<file path="config.mk">
export PLATFORM = sky130hd
export DESIGN_NAME = sha256_byte_stream_hasher
export DESIGN_NICKNAME = d
export VERILOG_FILES = /design/src/design/sha_pkg.sv /design/src/design/sha_ram.sv /design/src/design/sha256_byte_stream_hasher.sv
export SDC_FILE = /design/constraint.sdc
export NUM_CORES = 2
export LEC_CHECK = 0
export ABC_CLOCK_PERIOD_IN_PS = 17920
export BUFFER_PORTS_ARGS = -buffer_cell sky130_fd_sc_hd__buf_2
export CAP_MARGIN = 5
export CORE_AREA = 2 2 372 374
export CTS_CLUSTER_SIZE = 16
export DETAILED_ROUTE_END_ITERATION = 10
export DIE_AREA = 0 0 374 376
export PLACE_DENSITY_LB_ADDON = 0.05
export SYNTH_ARGS = -nofsm -noshare
export SYNTH_HDL_FRONTEND = slang
export SYNTH_SLANG_ARGS = --single-unit
</file>
<file path="constraint.sdc">
create_clock -name clk_i -period 17.92 [get_ports clk_i]
set_input_delay 3.584 -clock clk_i [delete_from_list [all_inputs] [get_ports clk_i]]
set_output_delay 3.584 -clock clk_i [all_outputs]
set_load 0.01 [all_outputs]
</file>
<file path="src/design/sha_pkg.sv">
// ----------------------------------------------------------------------------
// SHA-256 hasher package
// Shared types, constants and round functions of the byte-stream hasher.
// ----------------------------------------------------------------------------
package sha_pkg;

  // Width of the message bit counter, 32 to 64.
  localparam int unsigned LenBits = 64;

  localparam logic [7:0] PadMark = 8'h80;
  localparam logic [5:0] LenOffset = 6'd56;

  typedef enum logic [2:0] {
    S_IDLE,
    S_PAD,
    S_LOAD,
    S_ROUND,
    S_FINAL,
    S_EMIT_RD,
    S_EMIT_CAP
  } state_e;

  typedef enum logic [1:0] {
    PH_MARK,
    PH_ZERO,
    PH_LEN
  } pad_ph_e;

  function automatic logic [31:0] rotr(input logic [31:0] x, input int unsigned n);
    rotr = (x >> n) | (x << (32 - n));
  endfunction

  function automatic logic [31:0] bsig0(input logic [31:0] x);
    bsig0 = rotr(x, 2) ^ rotr(x, 13) ^ rotr(x, 22);
  endfunction

  function automatic logic [31:0] bsig1(input logic [31:0] x);
    bsig1 = rotr(x, 6) ^ rotr(x, 11) ^ rotr(x, 25);
  endfunction

  function automatic logic [31:0] ssig0(input logic [31:0] x);
    ssig0 = rotr(x, 7) ^ rotr(x, 18) ^ (x >> 3);
  endfunction

  function automatic logic [31:0] ssig1(input logic [31:0] x);
    ssig1 = rotr(x, 17) ^ rotr(x, 19) ^ (x >> 10);
  endfunction

  function automatic logic [31:0] init_h(input logic [2:0] i);
    unique case (i)
      3'd0: init_h = 32'h6a09e667;
      3'd1: init_h = 32'hbb67ae85;
      3'd2: init_h = 32'h3c6ef372;
      3'd3: init_h = 32'ha54ff53a;
      3'd4: init_h = 32'h510e527f;
      3'd5: init_h = 32'h9b05688c;
      3'd6: init_h = 32'h1f83d9ab;
      default: init_h = 32'h5be0cd19;
    endcase
  endfunction

  function automatic logic [31:0] round_k(input logic [5:0] i);
    logic [31:0] k [64];
    k = '{
      32'h428a2f98, 32'h71374491, 32'hb5c0fbcf, 32'he9b5dba5,
      32'h3956c25b, 32'h59f111f1, 32'h923f82a4, 32'hab1c5ed5,
      32'hd807aa98, 32'h12835b01, 32'h243185be, 32'h550c7dc3,
      32'h72be5d74, 32'h80deb1fe, 32'h9bdc06a7, 32'hc19bf174,
      32'he49b69c1, 32'hefbe4786, 32'h0fc19dc6, 32'h240ca1cc,
      32'h2de92c6f, 32'h4a7484aa, 32'h5cb0a9dc, 32'h76f988da,
      32'h983e5152, 32'ha831c66d, 32'hb00327c8, 32'hbf597fc7,
      32'hc6e00bf3, 32'hd5a79147, 32'h06ca6351, 32'h14292967,
      32'h27b70a85, 32'h2e1b2138, 32'h4d2c6dfc, 32'h53380d13,
      32'h650a7354, 32'h766a0abb, 32'h81c2c92e, 32'h92722c85,
      32'ha2bfe8a1, 32'ha81a664b, 32'hc24b8b70, 32'hc76c51a3,
      32'hd192e819, 32'hd6990624, 32'hf40e3585, 32'h106aa070,
      32'h19a4c116, 32'h1e376c08, 32'h2748774c, 32'h34b0bcb5,
      32'h391c0cb3, 32'h4ed8aa4a, 32'h5b9cca4f, 32'h682e6ff3,
      32'h748f82ee, 32'h78a5636f, 32'h84c87814, 32'h8cc70208,
      32'h90befffa, 32'ha4506ceb, 32'hbef9a3f7, 32'hc67178f2
    };
    round_k = k[i];
  endfunction

endpackage

</file>
<file path="src/design/sha_ram.sv">
// ----------------------------------------------------------------------------
// Generic RAM
// One write port and one read port with registered read data.
// ----------------------------------------------------------------------------
module sha_ram #(
  parameter int unsigned WIDTH = 32,
  parameter int unsigned DEPTH = 16
) (
  input  logic                     clk_i,
  input  logic                     we_i,
  input  logic [$clog2(DEPTH)-1:0] waddr_i,
  input  logic [WIDTH-1:0]         wdata_i,
  input  logic [$clog2(DEPTH)-1:0] raddr_i,
  output logic [WIDTH-1:0]         rdata_o
);

  logic [WIDTH-1:0] mem_q [DEPTH];
  logic [WIDTH-1:0] rdata_q;

  always_ff @(posedge clk_i) begin
    if (we_i) begin
      mem_q[waddr_i] <= wdata_i;
    end
    rdata_q <= mem_q[raddr_i];
  end

  assign rdata_o = rdata_q;

endmodule

</file>
<file path="src/design/sha256_byte_stream_hasher.sv">
// ----------------------------------------------------------------------------
// SHA-256 byte-stream hasher
// Hashes a byte stream and returns the eight digest words at end of message.
// ----------------------------------------------------------------------------
//  Channel  Signals                                         Direction
//  request  in_valid_i, in_stall_o, msg_byte_i,
//           byte_valid_i, end_of_message_i                  in
//  result   out_valid_o, out_stall_i, digest_word_o,
//           word_index_o, last_word_o                       out
//
// A full block is compressed by a load from the block and hash memories, 64
// rounds and a read-add-write on the hash memory. Padding pushes one byte per
// cycle, pausing while a full block is compressed, and each digest word is read
// from the hash memory in S_EMIT_RD and captured in S_EMIT_CAP.
// Reset returns the hash words to the initial values through valid bits.
// A stalled last digest word waits in the output register while new requests are taken.
module sha256_byte_stream_hasher (
  input  logic        clk_i,
  input  logic        rst_ni,
  input  logic        in_valid_i,
  output logic        in_stall_o,
  input  logic [7:0]  msg_byte_i,
  input  logic        byte_valid_i,
  input  logic        end_of_message_i,
  output logic        out_valid_o,
  input  logic        out_stall_i,
  output logic [31:0] digest_word_o,
  output logic [2:0]  word_index_o,
  output logic        last_word_o
);

  sha_pkg::state_e  state_q, state_d, ret_q, ret_d;
  sha_pkg::pad_ph_e ph_q, ph_d;
  logic [6:0]  cnt_q, cnt_d;
  logic [5:0]  fill_q, fill_d;
  logic [23:0] part_q, part_d;
  logic [sha_pkg::LenBits-1:0] bits_q, bits_d;
  logic [7:0]  hv_q, hv_d;
  logic [2:0]  hr_idx_q;
  logic        hr_iv_q;
  logic [31:0] w_q [16];
  logic [31:0] v_q [8];
  logic        out_v_q, out_v_d;
  logic [31:0] out_word_q;
  logic [2:0]  out_idx_q;
  logic        out_last_q;

  logic        accept;
  logic        push_v;
  logic [7:0]  push_b;
  logic        blk_we;
  logic [31:0] blk_rdata, hash_rdata, hdata, hash_wdata;
  logic        hash_we;
  logic [2:0]  hash_waddr;
  logic        len_sel;
  logic [63:0] len64;
  logic [2:0]  len_idx;
  logic [7:0]  len_byte;
  logic        out_load;
  logic [31:0] t1, t2, w_new;

  assign accept = in_valid_i && !in_stall_o;
  assign in_stall_o = (state_q != sha_pkg::S_IDLE);

  assign len64 = 64'(bits_q);
  assign len_idx = 3'd7 - fill_q[2:0];
  assign len_byte = len64[{len_idx, 3'b000} +: 8];
  assign len_sel = (ph_q == sha_pkg::PH_LEN) ||
                   ((ph_q == sha_pkg::PH_ZERO) && (fill_q == sha_pkg::LenOffset));

  assign hdata = hr_iv_q ? sha_pkg::init_h(hr_idx_q) : hash_rdata;

  assign t1 = v_q[7] + sha_pkg::bsig1(v_q[4]) +
              ((v_q[4] & v_q[5]) ^ (~v_q[4] & v_q[6])) +
              sha_pkg::round_k(cnt_q[5:0]) + w_q[0];
  assign t2 = sha_pkg::bsig0(v_q[0]) +
              ((v_q[0] & v_q[1]) ^ (v_q[0] & v_q[2]) ^ (v_q[1] & v_q[2]));
  assign w_new = w_q[0] + sha_pkg::ssig0(w_q[1]) + w_q[9] + sha_pkg::ssig1(w_q[14]);

  // Datapath controls.
  always_comb begin
    push_v     = 1'b0;
    push_b     = 8'h00;
    hash_we    = 1'b0;
    hash_waddr = 3'(cnt_q - 7'd1);
    hash_wdata = hdata + v_q[0];
    out_load   = 1'b0;
    unique case (state_q)
      sha_pkg::S_IDLE: begin
        push_v = accept && byte_valid_i;
        push_b = msg_byte_i;
      end
      sha_pkg::S_PAD: begin
        push_v = 1'b1;
        if (ph_q == sha_pkg::PH_MARK) begin
          push_b = sha_pkg::PadMark;
        end else if (len_sel) begin
          push_b = len_byte;
        end
      end
      sha_pkg::S_FINAL: begin
        hash_we = (cnt_q != 7'd0);
      end
      sha_pkg::S_EMIT_CAP: begin
        out_load = 1'b1;
      end
      default: begin
      end
    endcase
  end

  assign blk_we = push_v && (fill_q[1:0] == 2'd3);
  assign part_d = push_v ? {part_q[15:0], push_b} : part_q;
  assign fill_d = push_v ? fill_q + 6'd1 : fill_q;

  // Next state and counters.
  always_comb begin
    state_d = state_q;
    ret_d   = ret_q;
    ph_d    = ph_q;
    cnt_d   = cnt_q;
    bits_d  = bits_q;
    hv_d    = hv_q;
    out_v_d = out_v_q;
    if (out_v_q && !out_stall_i) begin
      out_v_d = 1'b0;
    end
    if (out_load) begin
      out_v_d = 1'b1;
    end
    if (hash_we) begin
      hv_d[hash_waddr] = 1'b1;
    end
    unique case (state_q)
      sha_pkg::S_IDLE: begin
        if (accept) begin
          ph_d = sha_pkg::PH_MARK;
          if (byte_valid_i) begin
            bits_d = bits_q + sha_pkg::LenBits'(8);
          end
          if (byte_valid_i && (fill_q == 6'd63)) begin
            state_d = sha_pkg::S_LOAD;
            cnt_d   = '0;
            ret_d   = end_of_message_i ? sha_pkg::S_PAD : sha_pkg::S_IDLE;
          end else if (end_of_message_i) begin
            state_d = sha_pkg::S_PAD;
          end
        end
      end
      sha_pkg::S_PAD: begin
        if (ph_q == sha_pkg::PH_MARK) begin
          ph_d = sha_pkg::PH_ZERO;
        end else if (len_sel) begin
          ph_d = sha_pkg::PH_LEN;
        end
        if (fill_q == 6'd63) begin
          state_d = sha_pkg::S_LOAD;
          cnt_d   = '0;
          ret_d   = (len_sel && ph_q != sha_pkg::PH_MARK) ? sha_pkg::S_EMIT_RD
                                                          : sha_pkg::S_PAD;
        end
      end
      sha_pkg::S_LOAD: begin
        if (cnt_q == 7'd16) begin
          state_d = sha_pkg::S_ROUND;
          cnt_d   = '0;
        end else begin
          cnt_d = cnt_q + 7'd1;
        end
      end
      sha_pkg::S_ROUND: begin
        if (cnt_q == 7'd63) begin
          state_d = sha_pkg::S_FINAL;
          cnt_d   = '0;
        end else begin
          cnt_d = cnt_q + 7'd1;
        end
      end
      sha_pkg::S_FINAL: begin
        if (cnt_q == 7'd8) begin
          state_d = ret_q;
          cnt_d   = '0;
        end else begin
          cnt_d = cnt_q + 7'd1;
        end
      end
      sha_pkg::S_EMIT_RD: begin
        if (!out_v_q || !out_stall_i) begin
          state_d = sha_pkg::S_EMIT_CAP;
        end
      end
      sha_pkg::S_EMIT_CAP: begin
        if (cnt_q == 7'd7) begin
          // Digest is out: start the next message from the initial values.
          state_d = sha_pkg::S_IDLE;
          cnt_d   = '0;
          hv_d    = '0;
          bits_d  = '0;
        end else begin
          state_d = sha_pkg::S_EMIT_RD;
          cnt_d   = cnt_q + 7'd1;
        end
      end
      default: begin
        state_d = sha_pkg::S_IDLE;
      end
    endcase
  end

  always_ff @(posedge clk_i or negedge rst_ni) begin
    if (!rst_ni) begin
      state_q <= sha_pkg::S_IDLE;
      ret_q   <= sha_pkg::S_IDLE;
      ph_q    <= sha_pkg::PH_MARK;
      cnt_q   <= '0;
      fill_q  <= '0;
      bits_q  <= '0;
      hv_q    <= '0;
      out_v_q <= 1'b0;
    end else begin
      state_q <= state_d;
      ret_q   <= ret_d;
      ph_q    <= ph_d;
      cnt_q   <= cnt_d;
      fill_q  <= fill_d;
      bits_q  <= bits_d;
      hv_q    <= hv_d;
      out_v_q <= out_v_d;
    end
  end

  always_ff @(posedge clk_i) begin
    part_q   <= part_d;
    hr_idx_q <= cnt_q[2:0];
    hr_iv_q  <= !hv_q[cnt_q[2:0]];
    if (out_load) begin
      out_word_q <= hdata;
      out_idx_q  <= cnt_q[2:0];
      out_last_q <= (cnt_q == 7'd7);
    end
    if (state_q == sha_pkg::S_LOAD && cnt_q != 7'd0) begin
      for (int i = 0; i < 15; i++) begin
        w_q[i] <= w_q[i + 1];
      end
      w_q[15] <= blk_rdata;
      if (cnt_q <= 7'd8) begin
        for (int i = 0; i < 7; i++) begin
          v_q[i] <= v_q[i + 1];
        end
        v_q[7] <= hdata;
      end
    end else if (state_q == sha_pkg::S_ROUND) begin
      for (int i = 0; i < 15; i++) begin
        w_q[i] <= w_q[i + 1];
      end
      w_q[15] <= w_new;
      v_q[7] <= v_q[6];
      v_q[6] <= v_q[5];
      v_q[5] <= v_q[4];
      v_q[4] <= v_q[3] + t1;
      v_q[3] <= v_q[2];
      v_q[2] <= v_q[1];
      v_q[1] <= v_q[0];
      v_q[0] <= t1 + t2;
    end else if (hash_we) begin
      for (int i = 0; i < 7; i++) begin
        v_q[i] <= v_q[i + 1];
      end
    end
  end

  sha_ram #(
    .WIDTH(32),
    .DEPTH(16)
  ) u_block_ram (
    .clk_i  (clk_i),
    .we_i   (blk_we),
    .waddr_i(fill_q[5:2]),
    .wdata_i({part_q, push_b}),
    .raddr_i(cnt_q[3:0]),
    .rdata_o(blk_rdata)
  );

  sha_ram #(
    .WIDTH(32),
    .DEPTH(8)
  ) u_hash_ram (
    .clk_i  (clk_i),
    .we_i   (hash_we),
    .waddr_i(hash_waddr),
    .wdata_i(hash_wdata),
    .raddr_i(cnt_q[2:0]),
    .rdata_o(hash_rdata)
  );

  assign out_valid_o   = out_v_q;
  assign digest_word_o = out_word_q;
  assign word_index_o  = out_idx_q;
  assign last_word_o   = out_last_q;

  // A block is only compressed once it is full, so the fill has wrapped.
  a_final_fill: assert property (@(posedge clk_i) disable iff (!rst_ni)
    (state_q == sha_pkg::S_FINAL) |-> (fill_q == 6'd0))
    else $error("hash update with a partly filled block");

  // A digest word is never loaded over a result that is still stalled.
  a_no_overwrite: assert property (@(posedge clk_i) disable iff (!rst_ni)
    out_load |-> !(out_v_q && out_stall_i))
    else $error("output register overwritten");

  // After the last word the hash words read as initial values again.
  a_reinit: assert property (@(posedge clk_i) disable iff (!rst_ni)
    (out_load && cnt_q == 7'd7) |=> (hv_q == 8'h00 && state_q == sha_pkg::S_IDLE))
    else $error("hash words not reinitialized");

endmodule
</file>
==> metrics <==
#FFs+latches synth=approximately 1800; main combinational cell family by area after synthesis=multiplexers; Post-DP Area=approximately 84000 µm²; fin. max-slew vios=0; # IOs=52; Die X=approximately 370 µm; gpl congestion=0.9980; leak pwr=roughly 32 nW; placed cells=approximately 7500; gr usage total=29.93%; core area=136600 µm²; Worst Skew=about 0.040 ns; fin area=roughly 90000 µm²; cts repair resizes=0; vias per inst=roughly 6.2; final hold slack=roughly 0.39 ns; die height=between 300 and 400 µm; dpl hpwl=approximately 140000 µm; Worst-Margin Slew=1.369 ns; VDD IR max=slightly above 0.1 mV; First DRT Iteration DRCs=5321; final WL=209400 µm; Final nets=6245; Post-synth EDFFs=1596; htree depth=4; Final Cycle Share=between 60% and 70%; Yosys warnings=0; Finished Layout Cells=slightly below 8000; Fin. Hold Viols=0; final setup margin=7.103 ns; main area contributors after synthesis=edfxtp_1 (59%), mux4_2 (6.3%), fa_1 (4.6%); Fill cells=roughly 10000; Seq/Total Area, Yosys=a little over three fifths; Adder-Cell Fraction of Synth Area=under 10%; hold_buf cts=0; Layout area overhead=10.27%; CTS root buf=clkbuf_16; post-CTS setup buffers=0; xor/xnor share of the synthesized area=under 10%; Top FF cell, synth=edfxtp_1; Final Total Pwr=8.202 mW; synthesized area=around 82000 µm²; critical path type=flop to flop; Worst Hold Class=flop to flop; DRT antenna net count=0; Post-Syn Nets=between 6000 and 7000; Critical-path top delay cell=a2111oi_0; CTS tree=done; post-synthesis mux area share=7.642%; first-pass GRT wire length=308900 µm; vias in the first global route=around 47000; Clk Latency, worst-skew pair=about 0.81 ns; layout cells sized above 1=about 13%; max incr delay on CP=between 1 and 1.5 ns; RSZ-0062 raised after global routing=no; final setup fails=0; pwr/cell area=about 90 nW/µm²; Max Freq=about 92 MHz; crit start category=flop; PortBufs=51; Placement Setup Slack=~7.3 ns; Sink Count=roughly 1800; post-synth top area share=between 50 and 60%; total gr overflow=0; DR WL/cell=26.82 µm; Worst Path Arrival=11.35 ns; post-synthesis compound-gate area fraction=about 7%; Yosys cell types=77; CP endpoint kind=flop; CTS clk-pin slew, worst paths=about 0.060 ns; outcome=finished clean; top cell type by total area after synthesis=edfxtp_1; Synth async-reset ratio=under 10%; Syn Area/Cell=roughly 14 µm²; worst endpoint required time=between 15 and 20 ns; crit-path max FO=40; max_slew headroom=~8.0%; most frequent cells in the layout=edfxtp_1 (1596), nand2_1 (824), xnor2_1 (310), o21ai_0 (305), inv_1 (281); Fin Setup TNS=0 ns; initial antenna violation count=9; Vias=approximately 48000; maximum number of pins on one net before global-route repair=190; CP dominant cell by count=fa_1; Num CTS Buffers=~180; final core utilization=between 60% and 70%; Max Root-Sink Buffers=3; # DRC=0; Max-Cap Viols=0; simple-gate share of the synthesized area=around 7.5%; Die ar.=approximately 140000 µm²; drt pass-1 iters=6; cell row count=about 140; Initial Util=59.78%; minimum clock period after layout=10.82 ns; Syn Inst Count=a little under 6000; most common cell after layout, fill and taps aside=edfxtp_1
## worst max-delay path, delay by kind of cell (launching register included)
kind,cells,cell delay [ns]
adder cells (fa/ha/maj),7,3.07
buffers and inverters,5,1.05
AO/OA/AOI/OAI,13,3.60
AND/OR/NAND/NOR,7,1.77
XOR/XNOR,1,0.17
flip-flops,1,0.88
## power breakdown
part	internal (mW)	switching [mW]
combinational	0.00162	0.00520
sequential	4.40	0.00217
clock	2.22	1.57
total	6.62	1.58
## final cells by class
cell class	instances	area (µm²)	area share [%]
diodes	2	5.005	0.005557
clock buffers	218	4696	5.214
multi-input cells	3505	28190	31.30
well taps	1794	2245	2.492
repair buffers	142	965.9	1.072
flip-flops and latches	1754	51560	57.24
inverters	285	1071	1.189
clock inverters	109	1340	1.488
## registers in the layout, indices dropped and copies added (netlist names), 3 cells and up
| register | cells |
|---|---|
| v_q | 256 |
| u_block_ram.rdata_o | 32 |
| word_index_o | 3 |
| digest_word_o | 32 |
| u_block_ram.mem_q | 512 |
| bits_q | 61 |
| hv_q | 8 |
| state_q | 3 |
| fill_q | 6 |
| w_q | 512 |
| u_hash_ram.mem_q | 256 |
| hr_idx_q | 3 |
| u_hash_ram.rdata_o | 32 |
| part_q | 24 |
| cnt_q | 7 |
## routing by layer
layer | up-vias | GRT usage (%) | share of wire, %
met5 | - | 0 | 0.018
met4 | 6 | 8.212 | 2.7
met3 | 344 | 5.225 | 8.0
met2 | 1867 | 45.53 | 46
met1 | 24500 | 45.05 | 43
li1 | 21390 | - | -
## synthesized netlist by cell type (26+ instances only)
master    count
o21a_1       29
nand2b_1     44
xnor2_1     310
buf_1        50
a31oi_1      29
dfrtp_1      90
fa_1        188
mux4_2      227
nand2_1     827
a21o_1       89
ha_1        180
clkbuf_1    235
or3_1        27
mux2_2       63
nor2b_1      26
nor2_1      271
a21oi_1     253
edfxtp_1   1596
o21ai_0     316
nand3_1      64
dfxtp_1      68
inv_1       283
and3_1       32
mux2i_1      42
a211oi_1     32
nor3_1       46
xor2_1      137
## kinds of logic after synthesis
logic type	after synthesis
flops	1754
simple gates	1422
compound gates	933
buf+inv	573
xor+xnor	448
fa+ha+maj	370
mux	332
## path summary, 6_finish.rpt
kind | start | endpoint | slack, ns | cells past startpoint
setup reg to reg | cnt_q[0] | v_q[0][31] | 7.10 | 33
hold / removal | w_q[0][64] | w_q[0][32] | 0.39 | 0
setup / recovery | cnt_q[0] | v_q[0][31] | 7.10 | 33
min in group asynchronous | rst_ni | bits_q[35] | 2.71 | 1
hold reg to reg | w_q[0][64] | w_q[0][32] | 0.39 | 0
max in group asynchronous | rst_ni | hv_q[7] | 14.07 | 2
(Power assumes the default switching activity.)
